==> src/rtl/mlfc_pkg.sv <==
// Shared types and constants for the motion light fade controller.
// No dependencies; every other file refers to this package by scoped names.
package mlfc_pkg;

    // Light modes as reported on the result channel
    typedef enum logic [2:0] {
        MODE_IDLE     = 3'd0,
        MODE_TO_WHITE = 3'd1,
        MODE_TO_RED   = 3'd2,
        MODE_TO_OFF   = 3'd3,
        MODE_WHITE    = 3'd4,
        MODE_RED      = 3'd5
    } light_mode_t;

    // Request operation codes
    localparam logic [1:0] OP_TICK = 2'd0;
    localparam logic [1:0] OP_FADE = 2'd1;
    localparam logic [1:0] OP_READ = 2'd2;

    // Configuration register indexes
    localparam logic [1:0] CFG_LEVEL_MAX  = 2'd0;
    localparam logic [1:0] CFG_WHITE_MIN  = 2'd1;
    localparam logic [1:0] CFG_WHITE_MAX  = 2'd2;
    localparam logic [1:0] CFG_RED_TIME   = 2'd3;

    // Configuration reset values
    localparam logic [7:0] LEVEL_MAX_RST = 8'h2F;
    localparam logic [9:0] WHITE_MIN_RST = 10'd60;
    localparam logic [9:0] WHITE_MAX_RST = 10'd600;
    localparam logic [9:0] RED_TIME_RST  = 10'd60;

    localparam int unsigned CFG_IDX_W  = 2;
    localparam int unsigned CFG_DATA_W = 10;

    // One LED entry
    typedef struct packed {
        logic [7:0] r;
        logic [7:0] g;
        logic [7:0] b;
    } pixel_t;

    // Input request
    typedef struct packed {
        logic [1:0] op;
        logic       motion;
        logic       ambient_dark;
        logic [6:0] led_index;
    } in_item_t;

    // Result
    typedef struct packed {
        logic [2:0] mode;
        logic [9:0] timeout_left;
        logic       frame_send;
        logic [7:0] red_level;
        logic [7:0] green_level;
        logic [7:0] blue_level;
    } out_item_t;

endpackage

==> src/rtl/motion_light_fade_controller_core.sv <==
// Top level of the motion light fade controller: sequencer, timeout logic,
// configuration registers and result register. Uses mlfc_pkg, mlfc_led_ram
// and mlfc_pixel_step.
//
//  Channel   Ports                        Direction  Content
//  s_        s_valid s_ready s_payload    in         in_item_t request
//  m_        m_valid m_ready m_payload    out        out_item_t result
//  cfg_      cfg_valid cfg_ready          in         cfg_index, cfg_data
//
// Path from the accepting edge to the edge that raises m_valid: a tick, an
// unused op or a fade step outside a fade goes through ST_OUT; a read first
// passes ST_READ (registered memory read); a fade sweep passes ST_FADE (NUM_LEDS
// reads through the single fade unit, a write-back drain, the result); each ends
// with the hand-off to the output register.
// One request at a time: s_ready is high only in idle. A result holds on
// m_payload until m_ready; meanwhile the next request is worked on and then
// waits in the sequencer, so a long m_ready stall blocks s_ready.
// Synchronous active-low reset clears mode, timeout and the LED valid bits and
// loads the configuration reset values; cfg_ready is always high.
module motion_light_fade_controller_core #(
    parameter int unsigned NUM_LEDS = 83
) (
    input  logic                                  aclk,
    input  logic                                  aresetn,
    input  logic                                  s_valid,
    output logic                                  s_ready,
    input  mlfc_pkg::in_item_t                    s_payload,
    output logic                                  m_valid,
    input  logic                                  m_ready,
    output mlfc_pkg::out_item_t                   m_payload,
    input  logic                                  cfg_valid,
    output logic                                  cfg_ready,
    input  logic [mlfc_pkg::CFG_IDX_W-1:0]        cfg_index,
    input  logic [mlfc_pkg::CFG_DATA_W-1:0]       cfg_data
);

    localparam int unsigned ADDR_W = (NUM_LEDS > 1) ? $clog2(NUM_LEDS) : 1;
    localparam int unsigned CNT_W  = ADDR_W + 1;
    localparam int unsigned IDX_W  = 9;

    typedef enum logic [3:0] {
        ST_IDLE = 4'b0001,
        ST_FADE = 4'b0010,
        ST_READ = 4'b0100,
        ST_OUT  = 4'b1000
    } state_t;

    state_t                state_reg, state_next;
    mlfc_pkg::light_mode_t mode_reg, mode_next;
    logic [9:0]            timeout_reg, timeout_next;
    logic [7:0]            level_max_reg;
    logic [9:0]            white_min_reg, white_max_reg, red_time_reg;
    logic [CNT_W-1:0]      rd_cnt_reg, rd_cnt_next;
    logic                  pipe_vld_reg, pipe_vld_next;
    logic [ADDR_W-1:0]     pipe_addr_reg, pipe_addr_next;
    logic                  moved_reg, moved_next;
    logic                  rd_in_range_reg, rd_in_range_next;
    mlfc_pkg::out_item_t   out_reg, out_next;
    logic                  res_vld_reg, res_vld_next;
    mlfc_pkg::out_item_t   res_reg;

    logic                  s_accept;
    logic                  res_load;
    logic                  fading;
    logic [IDX_W-1:0]      idx_ext;
    logic                  idx_in_range;
    logic                  sweep_done;
    logic                  ram_rd_en;
    logic [ADDR_W-1:0]     ram_rd_addr;
    mlfc_pkg::pixel_t      ram_rd_data;
    mlfc_pkg::pixel_t      step_pix;
    logic                  step_moved;
    mlfc_pkg::light_mode_t tick_mode;
    logic [9:0]            tick_count;
    logic [9:0]            count_dec;

    assign s_ready   = (state_reg == ST_IDLE);
    assign s_accept  = s_valid && s_ready;
    assign m_valid   = res_vld_reg;
    assign m_payload = res_reg;
    assign cfg_ready = 1'b1;

    // Hand a finished result to the output register once it is free
    assign res_load     = (state_reg == ST_OUT) && (!res_vld_reg || m_ready);
    assign res_vld_next = res_load || (res_vld_reg && !m_ready);

    assign fading = (mode_reg == mlfc_pkg::MODE_TO_WHITE) ||
                    (mode_reg == mlfc_pkg::MODE_TO_RED) ||
                    (mode_reg == mlfc_pkg::MODE_TO_OFF);

    assign idx_ext      = IDX_W'(s_payload.led_index);
    assign idx_in_range = (idx_ext < IDX_W'(NUM_LEDS));
    assign sweep_done   = (rd_cnt_reg == CNT_W'(NUM_LEDS)) && !pipe_vld_reg;

    // Memory read: request address on a read, sweep counter during a fade
    always_comb begin
        ram_rd_en   = 1'b0;
        ram_rd_addr = rd_cnt_reg[ADDR_W-1:0];
        if (state_reg == ST_FADE) begin
            ram_rd_en = (rd_cnt_reg != CNT_W'(NUM_LEDS));
        end else if (s_accept && (s_payload.op == mlfc_pkg::OP_READ)) begin
            ram_rd_en   = idx_in_range;
            ram_rd_addr = idx_ext[ADDR_W-1:0];
        end
    end

    mlfc_led_ram #(
        .DEPTH  (NUM_LEDS),
        .ADDR_W (ADDR_W)
    ) u_led_ram (
        .aclk    (aclk),
        .aresetn (aresetn),
        .wr_en   (pipe_vld_reg),
        .wr_addr (pipe_addr_reg),
        .wr_data (step_pix),
        .rd_en   (ram_rd_en),
        .rd_addr (ram_rd_addr),
        .rd_data (ram_rd_data)
    );

    mlfc_pixel_step u_pixel_step (
        .mode      (mode_reg),
        .level_max (level_max_reg),
        .pix_in    (ram_rd_data),
        .pix_out   (step_pix),
        .moved     (step_moved)
    );

    // Timeout state machine for one tick
    assign count_dec = timeout_reg - 10'd1;

    always_comb begin
        tick_mode  = mode_reg;
        tick_count = timeout_reg;
        if (s_payload.motion) begin
            if (timeout_reg == 10'd0) begin
                if (s_payload.ambient_dark) begin
                    tick_count = white_min_reg;
                    tick_mode  = mlfc_pkg::MODE_TO_WHITE;
                end
            end else if (mode_reg == mlfc_pkg::MODE_WHITE) begin
                if (timeout_reg < white_max_reg) begin
                    tick_count = timeout_reg + 10'd1;
                end
            end else if (mode_reg == mlfc_pkg::MODE_RED) begin
                tick_count = white_min_reg;
                tick_mode  = mlfc_pkg::MODE_TO_WHITE;
            end
        end else if (timeout_reg != 10'd0) begin
            tick_count = count_dec;
            if (count_dec == 10'd0) begin
                if (mode_reg == mlfc_pkg::MODE_RED) begin
                    tick_mode = mlfc_pkg::MODE_TO_OFF;
                end else if (mode_reg == mlfc_pkg::MODE_WHITE) begin
                    tick_count = red_time_reg;
                    tick_mode  = mlfc_pkg::MODE_TO_RED;
                end
            end
        end
    end

    // Sequencer
    always_comb begin
        state_next       = state_reg;
        mode_next        = mode_reg;
        timeout_next     = timeout_reg;
        rd_cnt_next      = rd_cnt_reg;
        pipe_vld_next    = 1'b0;
        pipe_addr_next   = rd_cnt_reg[ADDR_W-1:0];
        moved_next       = moved_reg;
        rd_in_range_next = rd_in_range_reg;
        out_next         = out_reg;
        case (state_reg)
            ST_IDLE: begin
                if (s_accept) begin
                    out_next = '0;
                    case (s_payload.op)
                        mlfc_pkg::OP_TICK: begin
                            mode_next             = tick_mode;
                            timeout_next          = tick_count;
                            out_next.mode         = tick_mode;
                            out_next.timeout_left = tick_count;
                            state_next            = ST_OUT;
                        end
                        mlfc_pkg::OP_FADE: begin
                            out_next.mode         = mode_reg;
                            out_next.timeout_left = timeout_reg;
                            if (fading) begin
                                rd_cnt_next = '0;
                                moved_next  = 1'b0;
                                state_next  = ST_FADE;
                            end else begin
                                state_next = ST_OUT;
                            end
                        end
                        mlfc_pkg::OP_READ: begin
                            rd_in_range_next = idx_in_range;
                            state_next       = ST_READ;
                        end
                        default: begin
                            out_next.mode         = mode_reg;
                            out_next.timeout_left = timeout_reg;
                            state_next            = ST_OUT;
                        end
                    endcase
                end
            end
            ST_FADE: begin
                // Issue one read per cycle, write each result back in the following cycle
                if (rd_cnt_reg != CNT_W'(NUM_LEDS)) begin
                    pipe_vld_next = 1'b1;
                    rd_cnt_next   = rd_cnt_reg + CNT_W'(1);
                end
                if (pipe_vld_reg && step_moved) begin
                    moved_next = 1'b1;
                end
                if (sweep_done) begin
                    if (!moved_reg) begin
                        case (mode_reg)
                            mlfc_pkg::MODE_TO_WHITE: mode_next = mlfc_pkg::MODE_WHITE;
                            mlfc_pkg::MODE_TO_RED:   mode_next = mlfc_pkg::MODE_RED;
                            default:                 mode_next = mlfc_pkg::MODE_IDLE;
                        endcase
                        out_next.mode = moved_reg ? mode_reg : mode_next;
                    end else begin
                        out_next.mode = mode_reg;
                    end
                    out_next.frame_send = 1'b1;
                    state_next          = ST_OUT;
                end
            end
            ST_READ: begin
                out_next.mode         = mode_reg;
                out_next.timeout_left = timeout_reg;
                if (rd_in_range_reg) begin
                    out_next.red_level   = ram_rd_data.r;
                    out_next.green_level = ram_rd_data.g;
                    out_next.blue_level  = ram_rd_data.b;
                end
                state_next = ST_READ == state_reg ? ST_OUT : state_reg;
            end
            ST_OUT: begin
                if (res_load) begin
                    state_next = ST_IDLE;
                end
            end
            default: begin
                state_next = ST_IDLE;
            end
        endcase
    end

    // Control registers
    always_ff @(posedge aclk) begin
        if (!aresetn) begin
            state_reg       <= ST_IDLE;
            mode_reg        <= mlfc_pkg::MODE_IDLE;
            timeout_reg     <= '0;
            rd_cnt_reg      <= '0;
            pipe_vld_reg    <= 1'b0;
            moved_reg       <= 1'b0;
            rd_in_range_reg <= 1'b0;
            res_vld_reg     <= 1'b0;
        end else begin
            state_reg       <= state_next;
            mode_reg        <= mode_next;
            timeout_reg     <= timeout_next;
            rd_cnt_reg      <= rd_cnt_next;
            pipe_vld_reg    <= pipe_vld_next;
            moved_reg       <= moved_next;
            rd_in_range_reg <= rd_in_range_next;
            res_vld_reg     <= res_vld_next;
        end
    end

    // Payload registers
    always_ff @(posedge aclk) begin
        pipe_addr_reg <= pipe_addr_next;
        out_reg       <= out_next;
        if (res_load) begin
            res_reg <= out_reg;
        end
    end

    // Configuration writes
    always_ff @(posedge aclk) begin
        if (!aresetn) begin
            level_max_reg <= mlfc_pkg::LEVEL_MAX_RST;
            white_min_reg <= mlfc_pkg::WHITE_MIN_RST;
            white_max_reg <= mlfc_pkg::WHITE_MAX_RST;
            red_time_reg  <= mlfc_pkg::RED_TIME_RST;
        end else if (cfg_valid && cfg_ready) begin
            case (cfg_index)
                mlfc_pkg::CFG_LEVEL_MAX: level_max_reg <= cfg_data[7:0];
                mlfc_pkg::CFG_WHITE_MIN: white_min_reg <= cfg_data;
                mlfc_pkg::CFG_WHITE_MAX: white_max_reg <= cfg_data;
                mlfc_pkg::CFG_RED_TIME:  red_time_reg  <= cfg_data;
                default: begin
                end
            endcase
        end
    end

    // A fade sweep only runs in a fading mode
    a_fade_mode: assert property (@(posedge aclk) disable iff (!aresetn)
        (state_reg == ST_FADE) |-> fading)
        else $error("fade sweep outside a fading mode");

    // Mode stays fixed for the whole sweep
    a_fade_mode_stable: assert property (@(posedge aclk) disable iff (!aresetn)
        ((state_reg == ST_FADE) && $past(state_reg == ST_FADE)) |-> $stable(mode_reg))
        else $error("mode changed during fade sweep");

    // A fade result never carries colors
    a_frame_no_color: assert property (@(posedge aclk) disable iff (!aresetn)
        (m_valid && m_payload.frame_send) |->
            ((m_payload.red_level == 8'd0) && (m_payload.green_level == 8'd0) &&
             (m_payload.blue_level == 8'd0)))
        else $error("fade result with nonzero colors");

    // No write-back outside a sweep
    a_wb_in_sweep: assert property (@(posedge aclk) disable iff (!aresetn)
        pipe_vld_reg |-> (state_reg == ST_FADE))
        else $error("memory write outside fade sweep");

endmodule

==> src/rtl/mlfc_pixel_step.sv <==
// Shared fade unit: moves the three channels of one LED one level toward
// the target color of the current fade mode. Depends on mlfc_pkg.
module mlfc_pixel_step (
    input  mlfc_pkg::light_mode_t mode,
    input  logic [7:0]            level_max,
    input  mlfc_pkg::pixel_t      pix_in,
    output mlfc_pkg::pixel_t      pix_out,
    output logic                  moved
);

    logic r_up, g_up, b_up;
    logic r_dn, g_dn, b_dn;
    logic r_go_up, g_go_up, b_go_up;

    // Direction per channel: white raises all, red raises red only, off lowers all
    assign r_go_up = (mode == mlfc_pkg::MODE_TO_WHITE) || (mode == mlfc_pkg::MODE_TO_RED);
    assign g_go_up = (mode == mlfc_pkg::MODE_TO_WHITE);
    assign b_go_up = (mode == mlfc_pkg::MODE_TO_WHITE);

    // Raise below the full level, lower above zero
    assign r_up = r_go_up && (pix_in.r < level_max);
    assign g_up = g_go_up && (pix_in.g < level_max);
    assign b_up = b_go_up && (pix_in.b < level_max);
    assign r_dn = !r_go_up && (pix_in.r != 8'd0);
    assign g_dn = !g_go_up && (pix_in.g != 8'd0);
    assign b_dn = !b_go_up && (pix_in.b != 8'd0);

    always_comb begin
        pix_out = pix_in;
        if (r_up) begin
            pix_out.r = pix_in.r + 8'd1;
        end else if (r_dn) begin
            pix_out.r = pix_in.r - 8'd1;
        end
        if (g_up) begin
            pix_out.g = pix_in.g + 8'd1;
        end else if (g_dn) begin
            pix_out.g = pix_in.g - 8'd1;
        end
        if (b_up) begin
            pix_out.b = pix_in.b + 8'd1;
        end else if (b_dn) begin
            pix_out.b = pix_in.b - 8'd1;
        end
    end

    assign moved = r_up || g_up || b_up || r_dn || g_dn || b_dn;

endmodule

==> src/rtl/mlfc_led_ram.sv <==
// LED color store: one write port, one registered read port, with a valid
// bit per entry so that unwritten entries read as black. Depends on mlfc_pkg.
module mlfc_led_ram #(
    parameter int unsigned DEPTH  = 83,
    parameter int unsigned ADDR_W = 7
) (
    input  logic                  aclk,
    input  logic                  aresetn,
    input  logic                  wr_en,
    input  logic [ADDR_W-1:0]     wr_addr,
    input  mlfc_pkg::pixel_t      wr_data,
    input  logic                  rd_en,
    input  logic [ADDR_W-1:0]     rd_addr,
    output mlfc_pkg::pixel_t      rd_data
);

    mlfc_pkg::pixel_t mem_reg [DEPTH];
    logic [DEPTH-1:0] valid_reg;
    mlfc_pkg::pixel_t rd_data_reg;
    logic             rd_hit_reg;

    // Write the array
    always_ff @(posedge aclk) begin
        if (wr_en) begin
            mem_reg[wr_addr] <= wr_data;
        end
    end

    // Track written entries; reset clears them all at once
    always_ff @(posedge aclk) begin
        if (!aresetn) begin
            valid_reg <= '0;
        end else if (wr_en) begin
            valid_reg[wr_addr] <= 1'b1;
        end
    end

    // Registered read
    always_ff @(posedge aclk) begin
        if (rd_en) begin
            rd_data_reg <= mem_reg[rd_addr];
        end
    end

    always_ff @(posedge aclk) begin
        if (!aresetn) begin
            rd_hit_reg <= 1'b0;
        end else if (rd_en) begin
            rd_hit_reg <= valid_reg[rd_addr];
        end
    end

    assign rd_data = rd_hit_reg ? rd_data_reg : '0;

endmodule
==> config.mk <==
export PLATFORM = sky130hd
export DESIGN_NAME = motion_light_fade_controller_core
export DESIGN_NICKNAME = d
export VERILOG_FILES = /design/src/rtl/mlfc_pkg.sv /design/src/rtl/motion_light_fade_controller_core.sv /design/src/rtl/mlfc_pixel_step.sv /design/src/rtl/mlfc_led_ram.sv
export SDC_FILE = /design/constraint.sdc
export NUM_CORES = 2
export LEC_CHECK = 0
export BUFFER_PORTS_ARGS = -buffer_cell sky130_fd_sc_hd__clkbuf_2
export CORE_ASPECT_RATIO = 0.7
export CORE_MARGIN = 2
export CORE_UTILIZATION = 60
export CTS_CLUSTER_DIAMETER = 150
export DETAILED_ROUTE_END_ITERATION = 8
export PLACE_DENSITY_LB_ADDON = 0.12
export REMOVE_ABC_BUFFERS = 1
export SYNTH_ARGS = -nofsm -noshare
export SYNTH_HDL_FRONTEND = slang
export SYNTH_SLANG_ARGS = --single-unit
==> constraint.sdc <==
create_clock -name aclk -period 9.91 [get_ports aclk]
set_input_delay 1.982 -clock aclk [delete_from_list [all_inputs] [get_ports aclk]]
set_output_delay 1.982 -clock aclk [all_outputs]
set_load 0.05 [all_outputs]
==> results by group <==
Status
  • Outcome: complete, but fails checks
  • Violated checks: max-capacitance violations

Global route
  • Initial antenna violation count: 14
  • Gr ovfl total: 0
  • Vias in the first global route: 48,800
  • Global-route usage over all layers: 34.4%
  • Largest net degree at the start of global routing: 123
  • First-pass GRT wire length: 366 mm

Drt
  • Final ANT Viol Nets: 0
  • First drt pass iteration count: 6
  • DRC viols: 0
  • Drt via density: 6.88
  • 1st-iter DRT viols: 8,743
  • Wl on met1: 101 mm
  • DR top layer: met5
  • Total number of vias: 52,500
  • WL final: 259 mm
  • Met2 WL: 109 mm
  • Met3 WL: 42.4 mm
  • Final routed wire length divided by cell count: 34.0 um

Logic synthesis
  • Sequential area share after synthesis: 74.7%
  • Synth warn: 0
  • Largest cells by area after synthesis: edfxtp_1, mux4_2, dfxtp_1, nand2_1, nor2_1
  • Synth Cell Area: 88,300 sq um
  • Flops & latches, synth: 2,250
  • Cells after Synth: 5,341
  • Netlist cell types: 85
  • Synth cell count leaders: edfxtp_1, nand2_1, nor2_1
  • Top cell type's share of synthesized area: 71.1%
  • Number of synthesized flops with an enable pin: 2,092
  • Cell taking the most area after synthesis: edfxtp_1
  • Post-synthesis async set-or-reset flop share: 0%
  • Top_reg_cell synth: edfxtp_1
  • Syn avg cell area: 16.5 sq um
  • Top-count cell post-synth: edfxtp_1

STA
  • Final setup fails: 0
  • Fmax: 152 MHz
  • RSZ-0062 raised after global routing: no
  • Hold Violations, Final: 0
  • Slew @ Worst Pin: 1.48 ns
  • Normalized max-slew margin: 0.826%
  • Fin crit period: 6.59 ns
  • Slew Limit Fails: 0
  • Setup Skew: 0.0742 ns
  • Worst hold margin: 0.408 ns
  • Setup TNS: 0 ns
  • Final worst setup slack: 3.32 ns
  • Final cycle utilization of the critical path: 66.5%

Die
  • Initial Util: 60.6%
  • Core ar.: 146,000 sq um
  • Io pins: 69
  • Die height: 325 um
  • Die area: 150,000 sq um
  • Die width: 463 um
  • Row count: 117

Layout
  • Final Non-Filler Cells: 7,632
  • Nets: 5,563
  • Fraction of layout cells with a size suffix above 1: 18.3%
  • Largest register FFs: 1,992
  • Area Overhead vs Synth: 11.5%

Power and ir drop
  • Internal: 15.1 mW
  • Pwr Density: 198 nW/um^2
  • Peak VDD IR: 0.231 mV
  • Comb pwr share: 5.7%
  • Leak pwr: 31.5 nW
  • Pwr Total: 19.5 mW
  • Sw Share: 22.6%
  • Clock power frac: 39.5%
  • Net Switching: 4.41 mW
  • Sequential fraction of design power: 54.8%

Setup path
  • Cells along the critical path: clkbuf_2, inv_1, ha_1, nand2_1, nor2_4, mux2_4, nor2_4, buf_4, a22oi_1, a211oi_1, or3_1
  • Slowest CP cell: a211oi_1
  • Crit-path max FO: 38
  • Worst path max stage delay: 1.18 ns
  • Worst endpoint data arrival time: 7.30 ns
  • Cell mode on critical path: nor2_4
  • Crit Path Class: in -> reg
  • Crit path launch type: input port
  • Critical path required time: 10.62 ns
  • CP endpoint kind: flip-flop

Clock tree
  • Post-CTS Resized: 0
  • Root buf cell: clkbuf_16
  • CTS max path bufs: 3
  • Clock Pin Slew Worst Setup and Hold Paths: 0.07 ns
  • Later-pin clock latency in the skew report: 0.88 ns
  • Clock sinks: 2,250
  • Setup bufs post-CTS: 0
  • Htree depth: 4
  • CTS Buf Count: 196
  • CTS tree: built
  • Hold Buf Count CTS: 0

Hold path
  • Hold WC Path Type: reg -> reg

Place
  • Hpwl dp: 154 mm
  • Placement Setup Slack: 2.62 ns
  • PortBufs: 67
  • Final Wtd Congestion: 0.921
  • Placed cells: 7,260

Flow run
  • Max-cap violations: 1
==> final cells by class <==
cell class / instances / area [sq um]
sequential: 2250 / 66000
fill: 9652 / 47300
multi-input combinational: 2736 / 21500
clock buffer: 244 / 5230
tap: 1963 / 2460
timing repair buffer: 255 / 1840
clock inverter: 119 / 1200
inverter: 56 / 214
antenna: 9 / 22.5
==> layout by cell type (no fill, tap or decap), drive strengths merged, types with 37 or more instances in the layout <==
master and count:
a211oi 78, inv 61, mux4 325, clkbuf 311, nor2 360, and3 37
nor3 42, a31oi 64, nand2 686, o21ai 84, ha 40, dfxtp 158
a21oi 215, mux2i 125, a22oi 52, clkinv 90, buf 188, o2111ai 60
nand3 154, o22ai 73, edfxtp 2092
==> metal layers <==
metal | global-route usage (%) | up-vias
li1 | - | 21300
met1 | 52.1 | 26800
met2 | 46.8 | 4038
met3 | 13.2 | 409
met4 | 9.65 | 6
met5 | 0 | -
==> worst paths after layout <==
kind | startpoint | endpoint | slack, ns | depth (start not counted)
worst min-delay path | out_reg[23] | m_payload[23] | 0.41 | 0
worst max register to register | state_reg[0] | u_led_ram.rd_data_reg[4] | 3.96 | 9
worst max-delay path | s_payload[9] | u_led_ram.rd_data_reg[7] | 3.32 | 11
worst min register to register | out_reg[23] | m_payload[23] | 0.41 | 0
==> metrics by stage <==
step	area, sq um	util (%)
5_1_grt	98500	67.5
2_1_floorplan	87000	-
3_5_place_dp	92000	63.1
3_3_place_gp	92000	63.1
6_report	98500	67.5
4_1_cts	98400	67.5
==> critical path, delay by kind of cell <==
family	cells	cell delay, ns
AND/OR/NAND/NOR	4	2.01
AO/OA/AOI/OAI	2	1.47
buffers and inverters	3	0.72
multiplexers	1	0.63
adder cells (fa/ha/maj)	1	0.39
==> cells by family (layout without fill, tap and decap cells) <==
group           after synthesis  in the layout  share of synthesized area [%]
buf+inv                     355            674                           1.72
other cells                   1             10                        0.00424
simple gates               1421           1421                           6.91
fa+ha+maj                    40             40                          0.567
xor+xnor                     25             25                          0.248
flops                      2250           2250                           74.7
compound gates              788            788                           6.02
mux                         461            461                           9.84
==> power groups by stage <==
| stage | Clock (mW) | Sequential [mW] | Combinational (mW) |
|---|---|---|---|
| after floorplan | 0 | 10.9 | 0.668 |
| after global placement | 0 | 10.9 | 1.06 |
| after detailed placement | 0 | 10.9 | 1.08 |
| after CTS | 7.73 | 10.7 | 1.08 |
| after global routing | 8.11 | 10.7 | 1.17 |
| final | 7.70 | 10.7 | 1.11 |
(Power assumes the default switching activity.)
